<file path="config.mk">
export PLATFORM = sky130hd
export DESIGN_NAME = tccs_sweep
export DESIGN_NICKNAME = d
export VERILOG_FILES = /design/src/rtl/tccs_pkg.sv /design/src/rtl/tccs_sweep.sv
export SDC_FILE = /design/constraint.sdc
export NUM_CORES = 1
export LEC_CHECK = 0
export ABC_AREA = 1
export BUFFER_PORTS_ARGS = -buffer_cell sky130_fd_sc_hd__buf_2
export CAP_MARGIN = 20
export CELL_PAD_IN_SITES_DETAIL_PLACEMENT = 1
export CELL_PAD_IN_SITES_GLOBAL_PLACEMENT = 1
export CORE_MARGIN = 5
export CORE_UTILIZATION = 30
export CTS_BUF_LIST = sky130_fd_sc_hd__clkbuf_8
export DETAILED_ROUTE_END_ITERATION = 10
export HOLD_SLACK_MARGIN = 0.05
export PLACE_DENSITY = 0.86
export SYNTH_ARGS = -nofsm -noshare
export SYNTH_HDL_FRONTEND = slang
export SYNTH_SLANG_ARGS = --single-unit
</file>
<file path="constraint.sdc">
create_clock -name aclk -period 1.4 [get_ports aclk]
set_clock_uncertainty 0.1 [all_clocks]
set_input_delay 0.14 -clock aclk [delete_from_list [all_inputs] [get_ports aclk]]
set_output_delay 0.14 -clock aclk [all_outputs]
set_load 0.01 [all_outputs]
</file>
<file path="src/rtl/tccs_pkg.sv">
// Shared types and constants for the text console cursor/scroll engine.
package tccs_pkg;

    // Request kinds carried on s_axis_tuser
    localparam logic KIND_PUT  = 1'b0;
    localparam logic KIND_READ = 1'b1;

    // Character and colour codes
    localparam logic [7:0] NEWLINE_CODE = 8'h0A;
    localparam logic [7:0] SPACE_CODE   = 8'h20;
    localparam logic [7:0] RESET_COLOR  = 8'h09;
    localparam logic [7:0] BLANK_COLOR  = 8'h00;

    // Cell values written by the sweep engine
    localparam logic [15:0] CLEAR_CELL = {RESET_COLOR, SPACE_CODE};
    localparam logic [15:0] BLANK_CELL = {BLANK_COLOR, SPACE_CODE};

    // Field widths
    localparam int CELL_W = 16;
    localparam int CHAR_W = 8;
    localparam int RROW_W = 5;
    localparam int RCOL_W = 7;
    localparam int S_TDATA_W = 24;
    localparam int M_TDATA_W = 32;

    // Status of the sweep engine towards the request sequencer
    typedef struct packed {
        logic busy;       // clearing pass or scroll in progress
        logic rd_active;  // sweep owns the RAM read port this cycle
    } sweep_stat_t;

endpackage

</file>
<file path="src/rtl/tccs_sweep.sv">
// Sweep engine: clearing pass after reset and the row-up copy of a scroll.
module tccs_sweep #(
    parameter int ROWS    = 25,
    parameter int COLUMNS = 80
) (
    input  logic                             aclk,
    input  logic                             aresetn,
    input  logic                             start_scroll,
    output tccs_pkg::sweep_stat_t            stat,
    output logic [$clog2(ROWS*COLUMNS)-1:0]  rd_addr,
    input  logic [15:0]                      rd_data,
    output logic                             wr_en,
    output logic [$clog2(ROWS*COLUMNS)-1:0]  wr_addr,
    output logic [15:0]                      wr_data
);
    import tccs_pkg::*;

    localparam int TOTAL = ROWS * COLUMNS;
    localparam int AW    = $clog2(TOTAL);
    localparam logic [AW-1:0] COLS_A    = AW'(COLUMNS);
    localparam logic [AW-1:0] LAST_ROW  = AW'((ROWS - 1) * COLUMNS);
    localparam logic [AW-1:0] LAST_CELL = AW'(TOTAL - 1);

    typedef enum logic [1:0] {
        S_IDLE,
        S_CLEAR,
        S_COPY,
        S_FILL
    } sweep_state_t;

    sweep_state_t  state_reg;
    logic [AW-1:0] idx_reg;
    logic          copy_v_reg;    // copy write pending, data arrives from RAM
    logic [AW-1:0] copy_addr_reg;

    // Sequencer: walk the store one cell per cycle, but the fill waits while the last copy write holds the port
    always_ff @(posedge aclk) begin
        if (!aresetn) begin
            state_reg  <= S_CLEAR;
            idx_reg    <= '0;
            copy_v_reg <= 1'b0;
        end else begin
            copy_v_reg    <= (state_reg == S_COPY);
            copy_addr_reg <= idx_reg;
            unique case (state_reg)
                S_IDLE: begin
                    if (start_scroll) begin
                        state_reg <= S_COPY;
                        idx_reg   <= '0;
                    end
                end
                S_CLEAR: begin
                    if (idx_reg == LAST_CELL) begin
                        state_reg <= S_IDLE;
                    end
                    idx_reg <= idx_reg + 1'b1;
                end
                S_COPY: begin
                    if (idx_reg == LAST_ROW - 1'b1) begin
                        state_reg <= S_FILL;
                    end
                    idx_reg <= idx_reg + 1'b1;
                end
                S_FILL: begin
                    // the last copy write takes the port first
                    if (!copy_v_reg) begin
                        if (idx_reg == LAST_CELL) begin
                            state_reg <= S_IDLE;
                        end
                        idx_reg <= idx_reg + 1'b1;
                    end
                end
                default: state_reg <= S_IDLE;
            endcase
        end
    end

    // RAM port requests
    assign rd_addr = idx_reg + COLS_A;

    always_comb begin
        wr_en   = 1'b0;
        wr_addr = idx_reg;
        wr_data = BLANK_CELL;
        if (copy_v_reg) begin
            wr_en   = 1'b1;
            wr_addr = copy_addr_reg;
            wr_data = rd_data;
        end else if (state_reg == S_CLEAR) begin
            wr_en   = 1'b1;
            wr_data = CLEAR_CELL;
        end else if (state_reg == S_FILL) begin
            wr_en   = 1'b1;
        end
    end

    assign stat.busy      = (state_reg != S_IDLE) || copy_v_reg;
    assign stat.rd_active = (state_reg == S_COPY);

`ifndef SYNTHESIS
    // A scroll never starts on top of a sweep
    assert property (@(posedge aclk) disable iff (!aresetn)
        start_scroll |-> (state_reg == S_IDLE && !copy_v_reg))
        else $error("scroll started while sweep busy");

    // Copy phase writes always trail the read by exactly one row
    assert property (@(posedge aclk) disable iff (!aresetn)
        (state_reg == S_COPY) |=> (copy_v_reg && copy_addr_reg == $past(idx_reg)))
        else $error("copy write lost its address");

    // The fill phase stays within the bottom row
    assert property (@(posedge aclk) disable iff (!aresetn)
        (state_reg == S_FILL) |-> (idx_reg >= LAST_ROW))
        else $error("fill outside bottom row");
`endif

endmodule

</file>
**After elaboration in Yosys (flattened, before gate mapping)**

Index checks and enable logic that the tools add are counted.

- Word-level logic and storage cells: 34
- Output and inout port bits: 41
- Input port bits: 19
- Flip-flop bits (word level): 25

- Mux-type cells: 14
- Reductions and logical operators: 6
- Eq/ne operators: 8
- $add $sub $neg: 2

Operators by type and width:

| cell | count |
|---|---|
| 11-bit 2-to-1 mux | 3 |
| 11-bit one-hot mux with 3 select lines | 1 |
| 11-bit equality test, second input constant | 2 |
| 16-bit 2-to-1 mux | 1 |
| 12-bit 2-to-1 mux | 1 |
| 11-bit by 1-bit adder with 11-bit output, second input constant | 1 |
| 11-bit by 7-bit adder with 11-bit output, second input constant | 1 |
| 2-bit 2-to-1 mux | 4 |
| 2-bit one-hot mux with 4 select lines | 1 |
| 2-bit equality test, second input constant | 2 |
| 2-bit inequality test, second input constant | 2 |
| 1-bit 2-to-1 mux | 3 |
| 3-bit AND reduction | 1 |
| 2-bit by 1-bit equality test with 1-bit output, second input constant | 1 |
| 2-bit logical NOT | 1 |
| 2-bit by 1-bit inequality test with 1-bit output, second input constant | 1 |
| 2-bit AND reduction | 1 |
| 2-bit nonzero test | 1 |
| 2-bit OR reduction | 1 |
| 1-bit logical OR | 1 |

**Logic depth before layout (Yosys ltp)**

Gate-level depths: netlist of run 1.

- Depth after elaboration: 4
- Mapped depth: 8
- Gate-level depth less buffers: 8

**Worst setup path after synthesis of run 1**

Ideal clock, no wire load.

- Path kind: register -> register
- Start point: register idx_reg[0]
- End point: register idx_reg[8]
- Path buffers: 0
- Data required time: 1.175 ns
- Arrival time: 1.147 ns
- Library setup time: 0.125 ns
- Slack: 0.028 ns
- Period minus slack after synthesis: 1.372 ns
- Stages on the path, launching flop included: 7
- Cell sequence: dfxtp_1 -> ha_1 -> nand3_1 -> nor2_1 -> nand2_1 -> o21ai_2 -> a22oi_1

- Word-level cells in the longest chain between the ends: 3

RTL lines:

| item | RTL line | RTL |
|---|---|---|
| start, declared | tccs_sweep.sv:32 | `logic [AW-1:0] idx_reg;` |
| start signal, assigned | tccs_sweep.sv:56 | `idx_reg <= idx_reg + 1'b1;` |
| start signal, assigned | tccs_sweep.sv:62 | `idx_reg <= idx_reg + 1'b1;` |
| start signal, assigned | tccs_sweep.sv:70 | `idx_reg <= idx_reg + 1'b1;` |
| 11-bit by 1-bit adder with 11-bit output * | tccs_sweep.sv:56, tccs_sweep.sv:62, tccs_sweep.sv:70 |  |
| 11-bit 2-to-1 mux | tccs_sweep.sv:66 | `if (!copy_v_reg) begin` |
| 11-bit one-hot mux with 3 select lines * | tccs_sweep.sv:45 | `unique case (state_reg)` |

Every way passes the cells marked *; elsewhere a longest branch is shown, timed or not. The select of a mux whose other input is x is not followed.
A chain may end at the register's enable or synchronous reset.

**Worst setup path after layout of run 1**

- Start point: register idx_reg[5]
- End point: output port rd_addr[10]

- Word-level cells in the longest chain between the ends: 1

RTL lines:

| item | RTL line | RTL |
|---|---|---|
| 11-bit by 7-bit adder with 11-bit output | tccs_sweep.sv:79 | `assign rd_addr = idx_reg + COLS_A;` |
| end, declared | tccs_sweep.sv:10 | `output logic [$clog2(ROWS*COLUMNS)-1:0] rd_addr,` |

No other way between the ends.

==> impl_metrics.env, run 1 <==
export IMPL_vias=1620
export IMPL_ctsLongestPathBuffers=2
export IMPL_synth_cells=196
export IMPL_dp_hpwl_um=3440
export IMPL_avgSynthCellArea_um2=7.21
export IMPL_cpPeakStageDelay_ns=0.38
export IMPL_synth_cell_type_count=26
export IMPL_crit_buf_inv=2
export IMPL_design_core_area_mm2=0.00466
export IMPL_synthSimpleGateAreaFrac=0.293
export IMPL_p_int_w=0.00103
export IMPL_final_antenna_net_count=0
export IMPL_status="finished, violations left"
export IMPL_crit_arrival_ns=1.35
export IMPL_grt_max_degree=14
export IMPL_cp_data_required_time_ns=1.16
export IMPL_netlist_area_mm2=0.00141
export IMPL_finalCritPeriodShare=1.13
export IMPL_power_density_mw_per_mm2=527
export IMPL_wl_um=5980
export IMPL_ff2ff_setup_slack_ns=-0.04
export IMPL_netSwitchingPower_w=0.000341
export IMPL_ys_seq_area_frac=0.432
export IMPL_post_route_util=0.557
export IMPL_cts_num_sinks=25
export IMPL_crit_slowest_cell="dfxtp_4"
export IMPL_slew_viol_final=0
export IMPL_rows=25
export IMPL_synth_xor_area_frac=0.0248
export IMPL_initial_core_util=0.303
export IMPL_critPathCapture="rd_addr[10]"
export IMPL_criticalPathCategory="register to primary output"
export IMPL_cts_root_buf="clkbuf_8"
export IMPL_area_delta_synth_final_pct=83.7
export IMPL_holdPathStages=3
export IMPL_stdcell_count=339
export IMPL_leakage_nw=1.32
export IMPL_synthesis_nets=218
export IMPL_synth_seq_cells=25
export IMPL_seqPwrFrac=0.574
export IMPL_cp_startpoint="idx_reg[5]$_SDFFE_PN0P_"
export IMPL_drtIter0Drc=59
export IMPL_cts_clk_slew_worst_paths_ns=0.09
export IMPL_p_sw_frac=0.249
export IMPL_final_cell_mix="42 x buf_2, 33 x nand2_1, 23 x buf_6"
export IMPL_max_slew_worst_pin_slew_ns=0.208
export IMPL_die_x_um=78.6
export IMPL_antenna_found_initial=0
export IMPL_mostFrequentLayoutCell="buf_2"
export IMPL_clock_latency_ns=0.28
export IMPL_power_w=0.00137
export IMPL_grt_pass1_vias=1602
export IMPL_drc=0
export IMPL_grtUsageTotal=0.160
export IMPL_rr_endpoint="state_reg[1]$_SDFFE_PN0P_"
export IMPL_io_buffers=59
export IMPL_hold_path_class="primary input to register"
export IMPL_h_tree_depth=1
export IMPL_die_h_um=78.6
export IMPL_fin_tns_setup_ns=-1.67
export IMPL_synthMuxAreaShare=0
export IMPL_synth_compound_area_frac=0.105
export IMPL_cts_hold_buf=0
export IMPL_finalSetupViolCount=29
export IMPL_final_hold_viol_count=0
export IMPL_max_slew_margin=0.861
export IMPL_fin_ws_ns=-0.187
export IMPL_wl_per_cell_um=17.6
export IMPL_cts_buffers=3
export IMPL_timing_rr_start="idx_reg[6]$_SDFFE_PN0P_"
export IMPL_tritoncts="built"
export IMPL_path_delay_family="flip-flops"
export IMPL_vdd_drop_max_mv=0.335
export IMPL_io_pins=60
export IMPL_nets=308
export IMPL_path_max_fanout=2
export IMPL_die_area_mm2=0.00618
export IMPL_vias_per_cell=4.78
export IMPL_power_frac_clock=0.327
export IMPL_grt_ovfl_total=0
export IMPL_synth_top_family_by_area="simple AND/OR/NAND/NOR gates"
export IMPL_violations="setup timing"
export IMPL_routabilityCongestion=0.824
export IMPL_end_kind="primary output"
export IMPL_grt_pass1_wl_um=7820
export IMPL_drive_above_1_share=0.639
export IMPL_fmax_ghz=0.630
export IMPL_post_place_cells=319
export IMPL_worst_path_stages=7
export IMPL_path_cells="ha_4 > inv_4 > nand2_4 > nand2_4 > nor2_4 > xor2_1 > buf_2"
export IMPL_crit_top_cell="nand2_4"
export IMPL_maxCapViolations=0
export IMPL_startpoint_type="register"
export IMPL_yosys_warnings=0
export IMPL_synth_fa_ha_area_frac=0.0266
export IMPL_fin_crit_ns=1.59
export IMPL_drt_pass1_iter_count=4
export IMPL_diodes=0
export IMPL_comb_power_share=0.098
export IMPL_worstRegToRegCells=8
export IMPL_rsz0062_at_grt="true"
export IMPL_nFillCells=540
==> kinds of logic after synthesis <==
logic type / after synthesis
AOI/OAI and AO/OA: 27
xor gates and xnor gates: 4
adders and majority gates: 3
buffers and inverters: 40
DFF: 25
and+or+nand+nor: 97
==> synthesized netlist by cell type <==
library cell	n	area, µm²
nor2_2	1	6.26
buf_4	4	30.0
o21ai_2	1	8.76
buf_2	2	10.0
clkbuf_1	3	11.3
xor2_1	4	35.0
nor3_4	1	16.3
o21ai_1	1	5.00
inv_1	30	113
ha_1	3	37.5
nor3_1	2	10.0
a21oi_2	1	8.76
nand2_1	63	236
nand2_4	1	11.3
a22oi_1	1	7.51
a211oi_1	1	7.51
nand4_1	1	6.26
a21oi_1	10	50.1
dfxtp_1	14	280
inv_2	1	3.75
nand3_2	1	10.0
nor2_1	16	60.1
edfxtp_1	11	330
o21ai_0	12	60.1
or2_2	2	12.5
nand3_1	9	45.0
==> cell type report <==
class                      instances  area (µm²)  share of cell area
clock buffer                       3        41.3              0.0159
tap                               54        67.6              0.0260
clock inverter                     1        3.75             0.00145
sequential                        25         652               0.251
timing repair buffer              94         759               0.293
multi-input combinational        131         940               0.362
inverter                          31         131              0.0506
==> worst min-delay path by stage <==
stage                             startpoint                          end  slack (ns)
floorplan                            aresetn    state_reg[0]$_SDFFE_PN1P_        0.12
global placement    idx_reg[10]$_SDFFE_PN0P_  copy_addr_reg[10]$_DFFE_PP_        0.40
detailed placement  idx_reg[10]$_SDFFE_PN0P_  copy_addr_reg[10]$_DFFE_PP_        0.40
CTS                                  aresetn    state_reg[0]$_SDFFE_PN1P_        0.17
global route                         aresetn    state_reg[0]$_SDFFE_PN1P_        0.19
finish                               aresetn    state_reg[0]$_SDFFE_PN1P_        0.17
==> worst register-to-register path, stage by stage, from the launching register on <==
cell and delay, ns:
dfxtp_4 0.38, buf_4 0.15, nand2_1 0.09, inv_1 0.09
nand2_1 0.06, nor2_1 0.14, nand2_1 0.13, a21oi_2 0.14
nor2_1 0.06
==> stage by stage <==
stage | hold WS, ns | cell area (µm²) | worst slack (ns)
floorplan | 0.124 | 1410 | 0.0277
global placement | 0.396 | 1870 | 0.0420
detailed placement | 0.402 | 1870 | -0.0519
CTS | 0.172 | 2090 | -0.225
global route | 0.189 | 2590 | -0.262
finish | 0.171 | 2590 | -0.187
==> metal layers <==
metal | wire length [µm] | up-vias | share of wire | global-route usage
met5 | 0 | - | 0 | 0
met1 | 2350 | 761 | 0.39 | 0.194
li1 | - | 795 | - | -
met3 | 330 | 5 | 0.055 | 0.0298
met4 | 51 | 0 | 0.0085 | 0.0420
met2 | 3250 | 59 | 0.54 | 0.286
==> power by group through the flow <==
stage	sequential [W]	combinational (W)	clock, W
3_3_place_gp	0.000809	0.000108	0
4_1_cts	0.000788	0.000115	0.000452
6_report	0.000785	0.000134	0.000448
2_1_floorplan	0.000811	0.0000434	0
5_1_grt	0.000789	0.000146	0.000490
3_5_place_dp	0.000811	0.000112	0
==> timing repair <==
action | 4_1_cts | 5_1_grt
setup buffers | 7 | 8
pin swaps | 5 | 15
endpoints found under the setup margin | 28 | 41
gates resized for setup | 45 | 116
cloned | 0 | 1
Note: power is estimated with default switching activity, not from simulation.
==> inputs of run 2 (changes only) <==
Settings changed: SETUP_SLACK_MARGIN set to 0.5.
==> run 2 against run 1 <==
The flow still finishes with violations (setup timing). Critical path depth did not move. Count of clock-buffer cells in the layout did not move. Via count rose by 16%. Maximum frequency fell by 4.4%. Wire length rose by 30%.
==> impl_metrics.env, run 2 (synthesis results as in run 1) <==
export IMPL_nFillCells=499
export IMPL_diodes=0
export IMPL_finalCritPeriodShare=1.19
export IMPL_routabilityCongestion=0.828
export IMPL_stdcell_count=356
export IMPL_clock_latency_ns=0.28
export IMPL_drtIter0Drc=37
export IMPL_h_tree_depth=1
export IMPL_cts_clk_slew_worst_paths_ns=0.09
export IMPL_fmax_ghz=0.602
export IMPL_final_cell_mix="55 x buf_6, 32 x nand2_4, 28 x buf_2"
export IMPL_die_area_mm2=0.00618
export IMPL_initial_core_util=0.303
export IMPL_max_slew_worst_pin_slew_ns=0.262
export IMPL_area_delta_synth_final_pct=125
export IMPL_leakage_nw=1.63
export IMPL_finalSetupViolCount=30
export IMPL_vias=1886
export IMPL_startpoint_type="register"
export IMPL_grt_ovfl_total=0
export IMPL_power_w=0.00144
export IMPL_io_pins=60
export IMPL_slew_viol_final=0
export IMPL_drive_above_1_share=0.811
export IMPL_final_antenna_net_count=0
export IMPL_drc=0
export IMPL_nets=325
export IMPL_design_core_area_mm2=0.00466
export IMPL_wl_per_cell_um=21.8
export IMPL_vdd_drop_max_mv=0.382
export IMPL_status="finished, violations left"
export IMPL_grtUsageTotal=0.207
export IMPL_grt_max_degree=14
export IMPL_cts_root_buf="clkbuf_8"
export IMPL_fin_ws_ns=-0.260
export IMPL_rsz0062_at_grt="true"
export IMPL_rows=25
export IMPL_cts_buffers=3
export IMPL_die_h_um=78.6
export IMPL_criticalPathCategory="register to primary output"
export IMPL_antenna_found_initial=0
export IMPL_vias_per_cell=5.30
export IMPL_io_buffers=59
export IMPL_mostFrequentLayoutCell="buf_6"
export IMPL_dp_hpwl_um=3510
export IMPL_cp_data_required_time_ns=1.16
export IMPL_max_slew_margin=0.824
export IMPL_grt_pass1_wl_um=9930
export IMPL_power_density_mw_per_mm2=453
export IMPL_final_hold_viol_count=0
export IMPL_violations="setup timing"
export IMPL_ctsLongestPathBuffers=2
export IMPL_tritoncts="built"
export IMPL_maxCapViolations=0
export IMPL_fin_crit_ns=1.66
export IMPL_post_place_cells=310
export IMPL_grt_pass1_vias=1970
export IMPL_path_max_fanout=3
export IMPL_hold_path_class="primary input to register"
export IMPL_end_kind="primary output"
export IMPL_drt_pass1_iter_count=4
export IMPL_die_x_um=78.6
export IMPL_cts_num_sinks=25
export IMPL_crit_arrival_ns=1.42
export IMPL_wl_um=7760
## run 2: changes by cell type in the layout (fill, tap and decap cells not counted), sizes merged
cell / previous run / this run
buf: 93 / 110
## run 2: worst paths after layout
path,start,endpoint,slack (ns),cells after the start
hold / removal,aresetn,state_reg[0]$_SDFFE_PN1P_,0.18,3
hold reg to reg,idx_reg[3]$_SDFFE_PN0P_,copy_addr_reg[3]$_DFFE_PP_,0.41,0
setup / recovery,idx_reg[4]$_SDFFE_PN0P_,rd_addr[10],-0.26,7
setup reg to reg,idx_reg[4]$_SDFFE_PN0P_,idx_reg[8]$_SDFFE_PN0P_,-0.23,9
## run 2: cell type report
type,instances,area (µm²),area share
clock inverters,1,3.75,0.00118
multi-input cells,131,1200,0.377
well taps,54,67.6,0.0212
repair buffers,111,1060,0.335
clock buffers,3,41.3,0.0130
flip-flops and latches,25,654,0.206
inverters,31,149,0.0468
## run 2: critical path, stage by stage (launching register included)
cell and delay (ns):
dfxtp_4 0.39, ha_4 0.16, inv_4 0.04, nand2_4 0.07
nand2_4 0.07, nor2_4 0.08, xor2_1 0.16, buf_2 0.16
## run 2: metal layers
metal,wire (µm),track usage,vias up
li1,-,-,829
met1,2800,0.212,941
met2,4300,0.411,95
met3,410,0.0310,21
met4,257,0.0804,0
met5,0,0,-
## run 2: per-stage QoR
stage | area [µm²] | hold WS (ns) | setup TNS [ns] | util | worst slack (ns)
6_report | 3180 | 0.179 | -2.71 | 0.682 | -0.260
5_1_grt | 3180 | 0.214 | -3.97 | 0.682 | -0.294
4_1_cts | 2860 | 0.171 | -1.15 | 0.614 | -0.161
3_5_place_dp | 2110 | 0.394 | 0 | 0.453 | 0.0328
3_3_place_gp | 2110 | 0.392 | 0 | 0.453 | 0.0764
2_1_floorplan | 1790 | 0.123 | 0 | - | 0.171
## run 2: timing repair
item                                    CTS  global route
pin swaps                                25            26
endpoints found under the hold margin     0             0
gates cloned                              1             1
endpoints found under the setup margin   55            56
buffers inserted                         30            10
hold buffers                              0             0
resized for setup                       121            54
## run 2: report_power, final
group	internal, W	total [W]	switching [W]
registers	0.000767	0.000792	0.0000250
clock network	0.000197	0.000447	0.000249
logic	0.0000969	0.000201	0.000104
total	0.00106	0.00144	0.000378
==> inputs of run 3 (changes only) <==
Clock period 1.4 ns to 1.5 ns, I/O delays scaled along.
==> run 3 against run 2 <==
The run still ends with setup timing left. Utilization shrank 3.4 points. Sequential power fell by 6.9%. Wire length down 4.4%. Critical path type unchanged. Critical path depth unchanged. Setup slack better by 0.093 ns. Cell area fell by 5.0%. Count of clock-buffer cells in the layout did not move. First-iteration DRC count is 92% higher.
==> impl_metrics.env, run 3 (synthesis results as in run 1) <==
export IMPL_status="finished, violations left"
export IMPL_violations="setup timing"
export IMPL_design_area_mm2=0.00302
export IMPL_final_hold_viol_count=0
export IMPL_dp_hpwl_um=3280
export IMPL_cpPeakStageDelay_ns=0.38
export IMPL_clock_latency_ns=0.29
export IMPL_drive_above_1_share=0.789
export IMPL_crit_buf_inv=2
export IMPL_rows=25
export IMPL_finalCritPeriodShare=1.11
export IMPL_drc=0
export IMPL_worstRegToRegCells=8
export IMPL_startpoint_type="register"
export IMPL_wl_um=7420
export IMPL_grt_ovfl_total=0
export IMPL_cts_root_buf="clkbuf_8"
export IMPL_grt_pass1_vias=1737
export IMPL_die_area_mm2=0.00618
export IMPL_dpl_cell_area_mm2=0.00190
export IMPL_grt_pass1_wl_um=8810
export IMPL_nFillCells=507
export IMPL_leakage_nw=1.48
export IMPL_rr_endpoint="idx_reg[6]$_SDFFE_PN0P_"
export IMPL_max_slew_margin=0.728
export IMPL_regArea_um2=657
export IMPL_hold_path_class="primary input to register"
export IMPL_timing_rr_start="idx_reg[5]$_SDFFE_PN0P_"
export IMPL_ff2ff_setup_slack_ns=-0.04
export IMPL_path_delay_family="flip-flops"
export IMPL_min_to="state_reg[0]$_SDFFE_PN1P_"
export IMPL_power_w=0.00136
export IMPL_tritoncts="built"
export IMPL_fmax_ghz=0.600
export IMPL_die_h_um=78.6
export IMPL_area_delta_synth_final_pct=114
export IMPL_h_tree_depth=1
export IMPL_routabilityCongestion=0.787
export IMPL_criticalPathCategory="register to primary output"
export IMPL_nets=312
export IMPL_final_cell_mix="47 x buf_6, 32 x buf_2, 28 x nand2_4"
export IMPL_vdd_drop_max_mv=0.629
export IMPL_power_density_mw_per_mm2=450
export IMPL_antenna_found_initial=0
export IMPL_rsz0062_at_grt="true"
export IMPL_io_pins=60
export IMPL_mostFrequentLayoutCell="buf_6"
export IMPL_grtUsageTotal=0.185
export IMPL_ctsLongestPathBuffers=2
export IMPL_diodes=0
export IMPL_fin_tns_setup_ns=-0.501
export IMPL_drtIter0Drc=71
export IMPL_cp_data_required_time_ns=1.25
export IMPL_finalSetupViolCount=9
export IMPL_max_slew_worst_pin_slew_ns=0.407
export IMPL_crit_arrival_ns=1.42
export IMPL_holdPathStages=3
export IMPL_grt_max_degree=14
export IMPL_multi_input_area_mm2=0.00117
export IMPL_cts_clk_slew_worst_paths_ns=0.10
export IMPL_fin_crit_ns=1.67
export IMPL_post_route_util=0.649
export IMPL_wl_per_cell_um=21.6
export IMPL_maxCapViolations=0
export IMPL_path_cells="ha_4 > inv_4 > nand2_4 > nand2_4 > nor2_4 > xor2_1 > buf_2"
export IMPL_initial_core_util=0.303
export IMPL_io_buffers=59
export IMPL_vias_per_cell=5.08
export IMPL_final_antenna_net_count=0
export IMPL_design_core_area_mm2=0.00466
export IMPL_slew_viol_final=0
export IMPL_vias=1742
export IMPL_crit_top_cell="nand2_4"
export IMPL_hold_start="aresetn"
export IMPL_path_max_fanout=3
export IMPL_cp_startpoint="idx_reg[5]$_SDFFE_PN0P_"
export IMPL_cts_buffers=3
export IMPL_drt_pass1_iter_count=4
export IMPL_die_x_um=78.6
export IMPL_fin_ws_ns=-0.167
export IMPL_crit_slowest_cell="dfxtp_4"
export IMPL_cts_num_sinks=25
export IMPL_end_kind="primary output"
==> run 3: layer usage <==
metal,vias up,GRT usage,part of all wire
met5,-,0,0
met4,0,0.0612,0.036
met3,15,0.0367,0.059
met2,77,0.369,0.56
met1,850,0.188,0.35
li1,800,-,-
==> run 3: worst max-delay path by stage <==
stage | to | slack, ns | depth (start not counted)
3_5_place_dp | idx_reg[8]$_SDFFE_PN0P_ | 0.11 | 6
4_1_cts | rd_addr[8] | -0.12 | 6
6_report | rd_addr[10] | -0.17 | 7
3_3_place_gp | rd_addr[10] | 0.15 | 7
2_1_floorplan | idx_reg[8]$_SDFFE_PN0P_ | 0.26 | 6
5_1_grt | rd_addr[10] | -0.24 | 7
==> run 3: worst min-delay path, delay by kind of cell <==
kind                   cells  cell delay (ns)
buffers and inverters      2             0.29
and+or+nand+nor            1             0.09
==> run 3: power by group <==
| group | switching [W] | internal, W |
|---|---|---|
| clock network | 0.000253 | 0.000185 |
| logic | 0.0000961 | 0.0000886 |
| registers | 0.0000231 | 0.000714 |
| total | 0.000373 | 0.000988 |
==> run 3: area by class of cell <==
cell class	count	area share
clock buffer	3	0.0137
clock inverter	1	0.00124
inverter	31	0.0501
multi-input combinational	131	0.389
sequential	25	0.217
tap	54	0.0224
timing repair buffer	98	0.307
==> run 3: per-stage QoR <==
stage	setup WS, ns	std cells	hold WS, ns
finish	-0.167	343	0.164
floorplan	0.261	196	0.133
global route	-0.244	343	0.175
CTS	-0.116	333	0.129
detailed placement	0.114	306	0.389
global placement	0.151	306	0.385
==> run 3: repair_timing <==
action	CTS	global route
pin swaps	26	27
gates resized for setup	115	108
hold buffers	0	0
buffers inserted	21	9
endpoints found under the setup margin	54	55
gates cloned	2	1
